[src/hw/rtl/mec_pkg.sv]
package mec_pkg;

    // configuration register indexes
    localparam int unsigned CFG_INDEX_W = 3;
    localparam int unsigned CFG_DATA_W  = 32;

    localparam logic [CFG_INDEX_W-1:0] REG_ORIGIN_X = 3'd0;
    localparam logic [CFG_INDEX_W-1:0] REG_ORIGIN_Y = 3'd1;
    localparam logic [CFG_INDEX_W-1:0] REG_STEP_X   = 3'd2;
    localparam logic [CFG_INDEX_W-1:0] REG_STEP_Y   = 3'd3;
    localparam logic [CFG_INDEX_W-1:0] REG_MAX_ITER = 3'd4;

    // reset values, Q4.27
    localparam logic signed [31:0] ORIGIN_RESET   = 32'shF000_0000;
    localparam logic signed [31:0] STEP_RESET     = 32'sh0008_0000;
    localparam logic [15:0]        MAX_ITER_RESET = 16'd100;

    // bail-out box edges, +/-2.0 in Q4.27
    localparam logic signed [31:0] TWO_Q     = 32'sh1000_0000;
    localparam logic signed [31:0] NEG_TWO_Q = 32'shF000_0000;

    localparam logic signed [47:0] SAT_HI = 48'sh0000_7FFF_FFFF;
    localparam logic signed [47:0] SAT_LO = 48'shFFFF_8000_0000;

    typedef enum logic [2:0] {
        S_IDLE,
        S_COORD,
        S_SQUARE,
        S_UPDATE,
        S_DONE
    } t_state;

    typedef struct packed {
        logic accept;      // latch grid products for a new item
        logic coord;       // form c, clear z and the step count
        logic square;      // register x*x, y*y, x*y
        logic update;      // z = z*z + c, count the step
        logic load_result; // move the count into the output register
    } t_cmd;

    typedef struct packed {
        logic cont;        // inside the box and below the limit
    } t_status;

    function automatic logic signed [31:0] sat32(input logic signed [47:0] v);
        logic signed [31:0] r;
        if (v > SAT_HI) begin
            r = 32'sh7FFF_FFFF;
        end else if (v < SAT_LO) begin
            r = 32'sh8000_0000;
        end else begin
            r = $signed(v[31:0]);
        end
        return r;
    endfunction

endpackage

[src/hw/rtl/mec_cfg_regs.sv]
module mec_cfg_regs (
    input  logic                                 i_clk,
    input  logic                                 i_rst_n,
    input  logic                                 i_cfg_we,
    input  logic [mec_pkg::CFG_INDEX_W-1:0]      i_cfg_index,
    input  logic [mec_pkg::CFG_DATA_W-1:0]       i_cfg_data,
    output logic signed [31:0]                   o_origin_x,
    output logic signed [31:0]                   o_origin_y,
    output logic signed [31:0]                   o_step_x,
    output logic signed [31:0]                   o_step_y,
    output logic [15:0]                          o_max_iterations
);

    logic signed [31:0] r_origin_x;
    logic signed [31:0] r_origin_y;
    logic signed [31:0] r_step_x;
    logic signed [31:0] r_step_y;
    logic [15:0]        r_max_iterations;

    always_ff @(posedge i_clk) begin
        if (!i_rst_n) begin
            r_origin_x       <= mec_pkg::ORIGIN_RESET;
            r_origin_y       <= mec_pkg::ORIGIN_RESET;
            r_step_x         <= mec_pkg::STEP_RESET;
            r_step_y         <= mec_pkg::STEP_RESET;
            r_max_iterations <= mec_pkg::MAX_ITER_RESET;
        end else if (i_cfg_we) begin
            case (i_cfg_index)
                mec_pkg::REG_ORIGIN_X: r_origin_x       <= $signed(i_cfg_data);
                mec_pkg::REG_ORIGIN_Y: r_origin_y       <= $signed(i_cfg_data);
                mec_pkg::REG_STEP_X:   r_step_x         <= $signed(i_cfg_data);
                mec_pkg::REG_STEP_Y:   r_step_y         <= $signed(i_cfg_data);
                mec_pkg::REG_MAX_ITER: r_max_iterations <= i_cfg_data[15:0];
                default: begin
                    // unknown index, write dropped
                end
            endcase
        end
    end

    assign o_origin_x       = r_origin_x;
    assign o_origin_y       = r_origin_y;
    assign o_step_x         = r_step_x;
    assign o_step_y         = r_step_y;
    assign o_max_iterations = r_max_iterations;

endmodule

[config.mk]
export PLATFORM = sky130hd
export DESIGN_NAME = mec_cfg_regs
export DESIGN_NICKNAME = d
export VERILOG_FILES = /design/src/hw/rtl/mec_pkg.sv /design/src/hw/rtl/mec_cfg_regs.sv
export SDC_FILE = /design/constraint.sdc
export NUM_CORES = 1
export LEC_CHECK = 0
export BUFFER_PORTS_ARGS = -buffer_cell sky130_fd_sc_hd__buf_2
export CAP_MARGIN = 5
export CELL_PAD_IN_SITES_DETAIL_PLACEMENT = 1
export CELL_PAD_IN_SITES_GLOBAL_PLACEMENT = 2
export CORE_UTILIZATION = 27
export CTS_BUF_LIST = sky130_fd_sc_hd__clkbuf_16
export CTS_CLUSTER_SIZE = 30
export DETAILED_ROUTE_END_ITERATION = 12
export GPL_TIMING_DRIVEN = 1
export PLACE_DENSITY_LB_ADDON = 0.1
export SLEW_MARGIN = 10
export SYNTH_ARGS = -nofsm -noshare
export SYNTH_HDL_FRONTEND = slang
export SYNTH_SLANG_ARGS = --single-unit
[constraint.sdc]
create_clock -name i_clk -period 2.4 [get_ports i_clk]
set_input_delay 0.12 -clock i_clk [delete_from_list [all_inputs] [get_ports i_clk]]
set_output_delay 0.12 -clock i_clk [all_outputs]
set_load 0.005 [all_outputs]
==> metrics <==
Peak Freq=roughly 900 MHz; Final Hold Slack=~0.019 ns; Layout Nets=744; Seq/Total Area, Yosys=a little over half; synth top area cells=dfxtp_1 (54%), mux2i_1 (27%), nand2_1 (11%), nor2b_1 (2.4%), clkbuf_1 (1.3%); routed vias=4272; CTS tree=done; post-synthesis register bit count=144; Met3 Routed Length=between 1 and 1.5 mm; Slew @ Worst Pin=0.6196 ns; Syn Area/Cell=10.35 sq um; CP required=2.67 ns; Synth Area in XOR/XNOR=0%; antenna violations before repair=0; most common cell after layout, fill and taps aside=buf_2; Pwr Total=5523 uW; CTS sink count=144; # IOs=182; crit path DAT=between 1 and 1.5 ns; Area Growth Syn to Fin=35.56%; Final TNS setup=0 ns; Synth Area in Adders=0%; DIE HEIGHT=approximately 140 microns; post-synthesis mux area share=between 20% and 30%; Clock transition at path regs=0.06 ns; GPL Wtd Cong=0.7285; Max Used Layer=met4; post-place setup slack=0.8948 ns; Routed WL=16.26 mm; RSZ-0062 raised after global routing=no; peak supply drop=around 0.47 mV; H-tree depth=4; die area=around 20000 sq um; Tcrit/Tclk final=between 40% and 50%; status=completed; Clock Latency Late Sink=0.41 ns; crit path capture type=flip-flop; CTS buffer count=17; Core Area=19460 sq um; gr usage total=16.28%; pin count of the biggest net entering global routing=approximately 60; DRC viols=0; simple-gate portion of the synthesized area=15.86%; Pre-antenna DRT Iters=4; Distinct cells, synth=14; Synth Warn #=0; Setup Viol. Count Final=0; final worst slack=around 1.3 ns; max-slew violations=0; clk buf depth=2; pwr dens=758.3 nW/um^2; commonest cells after routing, fill and taps aside=buf_2 (180), nand2_1 (163), mux2i_1 (144), dfxtp_1 (144), nor2b_1 (21); post-synth net total=between 500 and 600; Initial DRC Count=128; Max-cap violations=0; CP Launch Type=input pin; largest family of logic cells by synthesized area=multiplexers; Final Hold Fails=0; Slowest cell on crit path=or4b_1; Cell Count Post-Placement=roughly 950; # rows=51; share of layout cells above drive strength 1=32.13%; diode count=0; Metal-1 WL=6.993 mm; critical-path cell list=buf_2 > or4b_1 > mux2i_1; post_cts resized=0; Synth area leader=dfxtp_1; average wire per standard cell=16.53 microns; hpwl dp=about 12 mm; post-synthesis cell area=5373 sq um; Lkg Pwr=0.003801 uW; Synth top area share=53.66%; Mapped Cells=519; Critical Path Fanout Max=10; Final ANT Viol Nets=0; Rel. slew slack=between 50 and 60%; compound-gate portion of the synthesized area=0%; Initial Utilization=27.61%; routed length on met2=7.971 mm; GRT overflow=0; Final Critical Period=between 1 and 1.5 ns; HP Class=input pin to flip-flop; Worst Skew=0 ns; max incr delay on CP=~0.86 ns; CTS root buffer=clkbuf_16; first-pass GRT wire length=between 20 and 25 mm; fillcell total=approximately 2300; Vias/cell=~4.3; I/O Buffers=181; critical path class=input pin to flip-flop; Post-Layout Cell Count=984; Die W=143.1 microns; vias in the first global route=4470
-- worst max-delay path: cells and delay by family --
kind / cells / cell delay [ns]
buffers and inverters: 1 / 0.16
multiplexers: 1 / 0.22
AND/OR/NAND/NOR: 1 / 0.86
-- per-layer routing --
layer	vias up	GRT usage [%]
li1	2094	-
met5	-	0
met2	118	27.78
met3	15	5.466
met1	2045	18.90
met4	0	5.716
-- registers in the layout, summed over array words and instances (netlist names) --
| name | cells |
|---|---|
| o_origin_y | 32 |
| o_step_y | 32 |
| o_origin_x | 32 |
| o_step_x | 32 |
| o_max_iterations | 16 |
-- synth_stat cells --
master     number
and4bb_2        1
buf_2          10
buf_4           7
buf_6           2
clkbuf_1       19
dfxtp_1       144
mux2i_1       144
nand2_1       163
nand4b_1        1
nand4bb_1       3
nor2b_1        21
nor4b_4         1
nor4bb_1        2
or4b_1          1
-- power by group --
part	internal (uW)	leakage, uW	switching (uW)
Combinational	151	0.00234	200
Sequential	2440	0.00117	27.4
Clock	1710	0.000298	987
-- stage by stage --
| stage | util (%) | cell area (sq um) |
|---|---|---|
| floorplan | - | 5373 |
| global placement | 33.98 | 6613 |
| detailed placement | 33.98 | 6613 |
| CTS | 37.42 | 7283 |
| global route | 37.42 | 7283 |
| finish | 37.42 | 7283 |
-- area by class of cell --
type	count	area, sq um	share of cell area [%]
flip-flops and latches	144	2883	39.58
multi-input cells	337	2330	31.99
repair buffers	206	1139	15.63
clock buffers	17	425.4	5.841
well taps	265	331.6	4.552
clock inverters	15	175.2	2.405
-- repair_timing --
item,4_1_cts,5_1_grt
setup buffers,0,0
endpoints found under the setup margin,0,0
endpoints found under the hold margin,9,0
hold buffers,7,0
-- kinds of logic after synthesis --
| kind of cell | after synthesis |
|---|---|
| AND/OR/NAND/NOR | 193 |
| multiplexers | 144 |
| flip-flops | 144 |
| buffers and inverters | 38 |
-- path summary, 6_finish.rpt --
path	from	endpoint	slack, ns	cells after the start
max	i_cfg_index[0]	o_origin_x[29]$_SDFFE_PN1P_	1.30	3
min	i_cfg_data[30]	o_step_x[30]$_SDFFE_PN0P_	0.02	3
max reg2reg	o_origin_x[30]$_SDFFE_PN1P_	o_origin_x[30]$_SDFFE_PN1P_	1.72	2
min reg2reg	o_origin_y[1]$_SDFFE_PN0P_	o_origin_y[1]$_SDFFE_PN0P_	0.46	2
No activity file was read; power rests on OpenSTA's default activity.
