===== src/hw/rtl/mec_pkg.sv =====
package mec_pkg;

    // configuration register indexes
    localparam int unsigned CFG_INDEX_W = 3;
    localparam int unsigned CFG_DATA_W  = 32;

    localparam logic [CFG_INDEX_W-1:0] REG_ORIGIN_X = 3'd0;
    localparam logic [CFG_INDEX_W-1:0] REG_ORIGIN_Y = 3'd1;
    localparam logic [CFG_INDEX_W-1:0] REG_STEP_X   = 3'd2;
    localparam logic [CFG_INDEX_W-1:0] REG_STEP_Y   = 3'd3;
    localparam logic [CFG_INDEX_W-1:0] REG_MAX_ITER = 3'd4;

    // reset values, Q4.27
    localparam logic signed [31:0] ORIGIN_RESET   = 32'shF000_0000;
    localparam logic signed [31:0] STEP_RESET     = 32'sh0008_0000;
    localparam logic [15:0]        MAX_ITER_RESET = 16'd100;

    // bail-out box edges, +/-2.0 in Q4.27
    localparam logic signed [31:0] TWO_Q     = 32'sh1000_0000;
    localparam logic signed [31:0] NEG_TWO_Q = 32'shF000_0000;

    localparam logic signed [47:0] SAT_HI = 48'sh0000_7FFF_FFFF;
    localparam logic signed [47:0] SAT_LO = 48'shFFFF_8000_0000;

    typedef enum logic [2:0] {
        S_IDLE,
        S_COORD,
        S_SQUARE,
        S_UPDATE,
        S_DONE
    } t_state;

    typedef struct packed {
        logic accept;      // latch grid products for a new item
        logic coord;       // form c, clear z and the step count
        logic square;      // register x*x, y*y, x*y
        logic update;      // z = z*z + c, count the step
        logic load_result; // move the count into the output register
    } t_cmd;

    typedef struct packed {
        logic cont;        // inside the box and below the limit
    } t_status;

    function automatic logic signed [31:0] sat32(input logic signed [47:0] v);
        logic signed [31:0] r;
        if (v > SAT_HI) begin
            r = 32'sh7FFF_FFFF;
        end else if (v < SAT_LO) begin
            r = 32'sh8000_0000;
        end else begin
            r = $signed(v[31:0]);
        end
        return r;
    endfunction

endpackage


===== src/hw/rtl/mec_ctrl.sv =====
module mec_ctrl (
    input  logic                i_clk,
    input  logic                i_rst_n,
    input  logic                i_valid,
    output logic                o_stall,
    output logic                o_valid,
    input  logic                i_stall,
    input  mec_pkg::t_status    i_status,
    output mec_pkg::t_cmd       o_cmd
);

    mec_pkg::t_state r_state;
    mec_pkg::t_state n_state;
    logic            r_out_valid;
    logic            n_out_valid;
    logic            w_out_free;

    assign w_out_free = !r_out_valid || !i_stall;

    always_comb begin
        n_state = r_state;
        case (r_state)
            mec_pkg::S_IDLE: begin
                if (i_valid) begin
                    n_state = mec_pkg::S_COORD;
                end
            end
            mec_pkg::S_COORD: begin
                n_state = mec_pkg::S_SQUARE;
            end
            mec_pkg::S_SQUARE: begin
                if (i_status.cont) begin
                    n_state = mec_pkg::S_UPDATE;
                end else begin
                    n_state = mec_pkg::S_DONE;
                end
            end
            mec_pkg::S_UPDATE: begin
                n_state = mec_pkg::S_SQUARE;
            end
            mec_pkg::S_DONE: begin
                if (w_out_free) begin
                    n_state = mec_pkg::S_IDLE;
                end
            end
            default: begin
                n_state = mec_pkg::S_IDLE;
            end
        endcase
    end

    always_comb begin
        o_cmd   = '0;
        o_stall = 1'b1;
        case (r_state)
            mec_pkg::S_IDLE: begin
                o_stall      = 1'b0;
                o_cmd.accept = i_valid;
            end
            mec_pkg::S_COORD: begin
                o_cmd.coord = 1'b1;
            end
            mec_pkg::S_SQUARE: begin
                o_cmd.square = i_status.cont;
            end
            mec_pkg::S_UPDATE: begin
                o_cmd.update = 1'b1;
            end
            mec_pkg::S_DONE: begin
                o_cmd.load_result = w_out_free;
            end
            default: begin
                o_stall = 1'b1;
            end
        endcase
    end

    always_comb begin
        n_out_valid = r_out_valid;
        if (o_cmd.load_result) begin
            n_out_valid = 1'b1;
        end else if (r_out_valid && !i_stall) begin
            n_out_valid = 1'b0;
        end
    end

    always_ff @(posedge i_clk) begin
        if (!i_rst_n) begin
            r_state     <= mec_pkg::S_IDLE;
            r_out_valid <= 1'b0;
        end else begin
            r_state     <= n_state;
            r_out_valid <= n_out_valid;
        end
    end

    assign o_valid = r_out_valid;

`ifndef SYNTHESIS
    a_accept_starts_item: assert property (@(posedge i_clk) disable iff (!i_rst_n)
        (r_state == mec_pkg::S_IDLE && i_valid) |=> (r_state == mec_pkg::S_COORD))
        else $error("accepted item did not start coordinate set-up");

    a_load_needs_free_slot: assert property (@(posedge i_clk) disable iff (!i_rst_n)
        o_cmd.load_result |-> (!r_out_valid || !i_stall))
        else $error("result loaded over an untaken result");

    a_valid_rises_from_done: assert property (@(posedge i_clk) disable iff (!i_rst_n)
        $rose(r_out_valid) |-> ($past(r_state) == mec_pkg::S_DONE))
        else $error("result shown without finishing an item");

    a_update_after_square: assert property (@(posedge i_clk) disable iff (!i_rst_n)
        (r_state == mec_pkg::S_UPDATE) |-> ($past(r_state) == mec_pkg::S_SQUARE))
        else $error("update without registered products");
`endif

endmodule


===== config.mk =====
export PLATFORM = sky130hd
export DESIGN_NAME = mec_ctrl
export DESIGN_NICKNAME = d
export VERILOG_FILES = /design/src/hw/rtl/mec_pkg.sv /design/src/hw/rtl/mec_ctrl.sv
export SDC_FILE = /design/constraint.sdc
export NUM_CORES = 1
export LEC_CHECK = 0
export CAP_MARGIN = 20
export CORE_AREA = 2 2 39 41
export CTS_BUF_LIST = sky130_fd_sc_hd__clkbuf_4 sky130_fd_sc_hd__clkbuf_8 sky130_fd_sc_hd__clkbuf_16
export DETAILED_ROUTE_END_ITERATION = 6
export DIE_AREA = 0 0 41 43
export DONT_BUFFER_PORTS = 1
export PLACE_DENSITY = 0.3
export SYNTH_ARGS = -nofsm -noshare
export SYNTH_HDL_FRONTEND = slang
export SYNTH_SLANG_ARGS = --single-unit

===== constraint.sdc =====
create_clock -name i_clk -period 2.9 [get_ports i_clk]
set_clock_uncertainty 0.15 [all_clocks]
set_input_delay 0.29 -clock i_clk [delete_from_list [all_inputs] [get_ports i_clk]]
set_output_delay 0.29 -clock i_clk [all_outputs]
set_load 0.02 [all_outputs]

==> metrics, run 1 <==
status complete, no violations; Switching Power 37.02 µW; CTS Hold Buffers Added 0; Slew @ Worst Pin 0.4623 ns; ys flop type dfxtp_1; crit end category primary output; largest net degree at the start of global routing 9; DR iter-0 viols 0; Starting Density 14.74%; top post-synthesis cells by area dfxtp_1 39%, or3b_1 8.6%, o21a_1 7.4%; Core Rows 14; leak pwr 0.09141 nW; final hold slack 0.02879 ns; vias in the first global route 191; Slowest Stage Delay on Critical Path 0.40 ns; Routed WL 434 µm; worst reg2reg endpoint r_state[0]; clk_lat worst skew 0.23 ns; Max H-tree Level 1; Crit path buffers/inverters 0; Worst EP arrival 1.41 ns; Inst Count DP 37; Warnings, synthesis 0; Syn Std Cell Area 203.9 µm²; WP depth 2; EDFF count, synth 0; antenna violations before repair 0; cell count of the worst reg-to-reg path 2; min Tclk post-route 1.850 ns; die area 0.001763 mm²; total track usage 6.219%; CP Launch Type register; Syn Area/Cell 9.712 µm²; register area 80.08 µm²; Worst Hold Depth 1; RSZ-0062 raised after global routing false; gpl congestion 0.6713; Post-CTS Setup Inserts 0; reg-to-reg setup timing slack 1.71 ns; area grow syn2layout 20.86%; Pwr Total 149.6 µW; reg2reg start r_state[2]; delay-heaviest family, CP flip-flops; Power Dens Cells 607.1 mW/mm²; Setup WS pre-CTS 1.292 ns; CTS sink count 4; most common cell in the netlist dfxtp_1; first-pass GRT wire length 683 µm; Peak VDD IR 0.0002263 V; Setup CP Type reg -> out; Hold Violations, Final 0; CP startpoint r_state[2]; clk root buf clkbuf_4; Comb power frac 13.4%; Finished Layout Cells 40; cell accounting for the most synthesized area dfxtp_1; most frequent cells after synthesis 4 x dfxtp_1, 2 x a21oi_1, 2 x o21a_1, 2 x or3b_1; DIE WIDTH 41 µm; Post-DRT Antenna Nets 0; DRC 0; Seq/Total Area, Yosys 39.26%; MaxCap Viol Count 0; slowest CP cell dfxtp_1; Syn Inst Count 21; top-area cell type share of the netlist area 39.26%; # IOs 12; layout cells sized above 1 20.83%; Post-CTS Resized 0; Port Buffer Count 0; WL/cell 10.85 µm; Core Region 0.001384 mm²; syn nets 26; Post-synth ARST share 0%; Clk pin slew, worst setup/hold paths 0.04 ns; drt via density 4.100; Worst EP required 2.46 ns; Worst setup endpoint o_cmd[0]; CP cell instances or3b_1 -> a21oi_1; area of the multi-input gates 116.4 µm²; # diodes 0; Layout Nets 31; Final Max Tran Viols 0; CTS buffer count 3; Max-slew headroom 69.28%; DR vias 164; final worst-path setup slack 1.050 ns; maximum clock path buffer count 2; Setup TNS 0 ns; internal power 112.6 µW; share of power burned in registers 41.2%; die height 43 µm; crit share post-route 63.80%; TritonCTS clock tree yes; HPWL Detailed 356.3 µm; clock share of power 45.4%; GRT overflow 0; drt first pass iters 1; Critical Path Fanout Max 7; Seq cells post-synth 4; FILL cells 161; HP Class in -> reg; Final Setup Violations 0; Cell variety after synth 15; sw frac 24.74%; fmax 0.5405 GHz
## cell type report
| type | instances | area share [%] |
|---|---|---|
| Multi-Input combinational cell | 16 | 47.21 |
| Clock buffer | 3 | 9.137 |
| Timing Repair Buffer | 1 | 3.046 |
| Tap cell | 16 | 8.122 |
| Sequential cell | 4 | 32.49 |
## per-layer routing
layer	wire length [µm]	vias to the layer above	track usage (%)
met5	0	-	0
met4	0	0	2.000
met3	48	0	6.283
met2	174	8	8.125
met1	211	71	6.731
li1	-	85	-
## cell families after synthesis
family          Yosys count  share of synthesized area [%]
compound gates            5                          15.95
flops                     4                          39.27
buf+inv                   1                          3.682
simple gates             11                          41.11
## worst register-to-register path: cells and delay by family, from the launching register on
family | cells | cell delay, ns
AO/OA/AOI/OAI | 1 | 0.20
AND/OR/NAND/NOR | 1 | 0.34
flip-flops | 1 | 0.40
## power groups by stage
stage	Clock [mW]	Combinational, mW	Sequential, mW
6_report	0.0679	0.0201	0.0616
5_1_grt	0.0754	0.0217	0.0624
4_1_cts	0.0721	0.0205	0.0617
3_5_place_dp	0	0.0205	0.0626
3_3_place_gp	0	0.0203	0.0627
2_1_floorplan	0	0.0174	0.0614
## worst min-delay path by stage
stage               startpoint    endpoint  slack [ns]
floorplan              i_rst_n  r_state[0]        0.26
global placement       i_rst_n  r_state[1]        0.26
detailed placement     i_rst_n  r_state[0]        0.26
CTS                    i_rst_n  r_state[0]        0.02
global route           i_rst_n  r_state[2]        0.02
finish                 i_rst_n  r_state[0]        0.03
## sequential cells by signal, indices dropped and copies added (netlist names)
| signal | cells |
|---|---|
| o_valid | 1 |
| r_state | 3 |
## metrics by stage
step / util (%) / area, µm²
CTS: 17.81 / 246.5
global placement: 16.18 / 224.0
detailed placement: 16.18 / 224.0
finish: 17.81 / 246.5
global route: 17.81 / 246.5
floorplan: - / 203.9
## cell usage in the layout, fill, tap and decap left out
master,n
nor4b_1,1
nor2b_1,1
dfxtp_1,4
or3b_1,2
and4bb_2,1
nand4b_1,1
a21oi_1,2
and2_1,1
and2b_1,1
a21boi_1,1
clkbuf_4,3
nand2_1,1
o21a_1,2
nand2b_1,1
buf_4,1
or3_1,1
(Power assumes the default switching activity.)
==> run 2, diff against run 1 <==
--- a/config.mk
+++ b/config.mk
@@ -5,6 +5,7 @@
 export SDC_FILE = /design/constraint.sdc
 export NUM_CORES = 1
 export LEC_CHECK = 0
+export ABC_AREA = 1
 export CAP_MARGIN = 20
 export CORE_AREA = 2 2 39 41
 export CTS_BUF_LIST = sky130_fd_sc_hd__clkbuf_4 sky130_fd_sc_hd__clkbuf_8 sky130_fd_sc_hd__clkbuf_16
==> constraint.sdc (replaced) <==
create_clock -name i_clk -period 1.91 [get_ports i_clk]
set_clock_uncertainty 0.15 [all_clocks]
set_input_delay 0.191 -clock i_clk [delete_from_list [all_inputs] [get_ports i_clk]]
set_output_delay 0.191 -clock i_clk [all_outputs]
set_load 0.02 [all_outputs]
==> run 2 against run 1 <==
Compared with the run above:
- synthesized cell count grew 57%
- critical path type unchanged
- routed wire length is 3.2% higher
- sequential cell count unchanged
- combinational power rose to 3.0 times the previous value
- final cell count is 35% higher
- via count up 29%
- sequential power grew 60%
- global-route usage rose by 0.41 points
- highest routed layer unchanged
- design area rose by 18%
==> metrics, run 2 <==
Setup TNS 0 ns (unchanged); reg-to-reg setup timing slack 0.80 ns (-0.91 ns); RSZ-0062 raised after global routing false; clk root buf clkbuf_4; Slowest Stage Delay on Critical Path 0.35 ns (-0.05 ns); Critical Path Fanout Max 5 (-2); # IOs 12 (unchanged); most common cell in the netlist inv_1; Core Region 0.001384 mm² (unchanged); most common cell after layout, fill and taps aside inv_1; Syn Inst Count 33 (+57%); HPWL Detailed 392.7 µm (+10%); DR vias 211 (+29%); Seq cells post-synth 4 (unchanged); Inst Count DP 48 (+30%); maximum clock path buffer count 2 (unchanged); Final Setup Violations 0 (unchanged); Power Dens Cells 899.1 mW/mm² (+48%); clk_lat worst skew 0.23 ns (about the same); die height 43 µm (unchanged); fmax 0.6213 GHz; # diodes 0 (unchanged); ys flop type dfxtp_1; gpl congestion 0.6066 (-9.6%); Seq/Total Area, Yosys 35.56% (-3.7 points); Post-CTS Resized 0 (unchanged); Peak VDD IR 0.0003287 V (+45%); min Tclk post-route 1.610 ns; TritonCTS clock tree yes; WL/cell 8.296 µm (-24%); Final Max Tran Viols 0 (unchanged); Port Buffer Count 0 (unchanged); status complete, no violations; total track usage 6.633% (+0.41 points); crit share post-route 84.27%; drt via density 3.907 (-4.7%); CP cell instances nor2_4 -> nand2_1 -> nor2_1; Top reg by flops r_state; syn nets 38 (+46%); DIE WIDTH 41 µm (unchanged); Worst EP arrival 1.27 ns (-0.14 ns); Syn Std Cell Area 225.2 µm² (+10%); Routed WL 448 µm (+3.2%); crit end category primary output; Clk pin slew, worst setup/hold paths 0.04 ns (about the same); Max H-tree Level 1 (unchanged); Layout Nets 45 (+45%); Post-CTS Setup Inserts 0 (unchanged); layout cells sized above 1 18.42% (-2.4 points); slowest CP cell nor2_1; die area 0.001763 mm² (unchanged); Post-synth ARST share 0% (unchanged); antenna violations before repair 0 (unchanged); Syn Area/Cell 6.825 µm² (-30%); cell accounting for the most synthesized area dfxtp_1; leak pwr 0.1420 nW (+55%); first-pass GRT wire length 710 µm (+4.0%); EDFF count, synth 0 (unchanged); Slew @ Worst Pin 0.3938 ns (-0.06849 ns); largest net degree at the start of global routing 6 (-3); most frequent cells after synthesis 7 x inv_1, 5 x nand2_1, 5 x nor2_1; top-area cell type share of the netlist area 35.56% (-3.7 points); commonest non-fill, non-tap cells in the layout 7 x inv_1, 5 x nand2_1, 5 x nor2_1, 4 x dfxtp_1; Hold Violations, Final 0 (unchanged); Starting Density 16.27% (+1.5 points); drt first pass iters 2 (+1); Max-slew headroom 73.65% (+4.4 points); CTS buffer count 3 (unchanged); Worst EP required 1.57 ns (-0.89 ns); Warnings, synthesis 0 (unchanged); CTS Hold Buffers Added 3 (+3); MaxCap Viol Count 0 (unchanged); DRC 0 (unchanged); vias in the first global route 194 (+1.6%); Core Rows 14 (unchanged); CP Launch Type register; top post-synthesis cells by area dfxtp_1 36%, inv_1 12%, nand2_1 8.3%; Cell variety after synth 12 (-3); Post-DRT Antenna Nets 0 (unchanged); Finished Layout Cells 54 (+35%); DR iter-0 viols 3 (+3); CTS sink count 4 (unchanged); max FFs per register 3 (unchanged); area grow syn2layout 28.89%; Setup CP Type reg -> out; GRT overflow 0 (unchanged); HP Class in -> reg; Pwr Total 261.0 µW (+74%)
run 2: changes by cell type in the layout (fill, tap and decap cells not counted), sizes merged, moves of 2 or more:
cell	change
inv	+7
o21a	-2
dlygate4sd3	+3
nand2	+4
or3b	-2
nor2	+7
nand3	+4
run 2: logic make-up (layout without fill, tap and decap cells):
logic type	count (synthesis)	count (layout)	share of synthesized area [%]
flip-flops	4	4	35.56
AO/OA/AOI/OAI	4	4	10.55
AND/OR/NAND/NOR	17	17	38.89
buffers and inverters	8	13	15.00
run 2: cell type report:
cell class	instances	area (µm²)
Fill cell	163	1094
Clock buffer	3	22.52
Tap cell	16	20.02
Inverter	7	26.28
Multi-Input combinational cell	21	111.4
Timing Repair Buffer	3	30.03
Sequential cell	4	80.08
run 2: worst max-delay path: cells and delay by family, from the launching register on:
family	cells	cell delay (ns)
flip-flops	1	0.34
AND/OR/NAND/NOR	3	0.70
run 2: where the power goes:
group	total (mW)	internal (mW)	switching, mW
combinational	0.0602	0.0194	0.0408
sequential	0.0983	0.0900	0.00831
clock	0.103	0.0702	0.0324
total	0.261	0.180	0.0815
run 2: path summary, 6_finish.rpt:
check,startpoint,endpoint,cells past startpoint
worst max-delay path,r_state[0],o_cmd[4],3
worst min-delay path,i_status,r_state[1],2
worst max register to register,o_valid,r_state[0],6
worst min register to register,r_state[1],r_state[2],2
run 2: stage by stage:
stage                     area (µm²)  worst slack (ns)  util (%)  hold WS (ns)
after CTS                      290.3            0.2846     20.98      0.002606
final                          290.3            0.3004     20.98      0.006977
after floorplan                225.2            0.5946         -        0.1802
after global placement         237.7            0.5473     17.18        0.1885
after detailed placement       237.7            0.5352     17.18        0.1967
after global routing           290.3            0.2101     20.98       0.03342
run 2: per-layer routing:
metal	vias to the layer above	part of all wire [%]	track usage, %	wire length [µm]
met5	-	0	0	0
met4	0	0	6.000	0
met3	0	9.4	5.759	42
met2	3	56	9.063	251
met1	97	35	5.484	155
li1	111	-	-	-
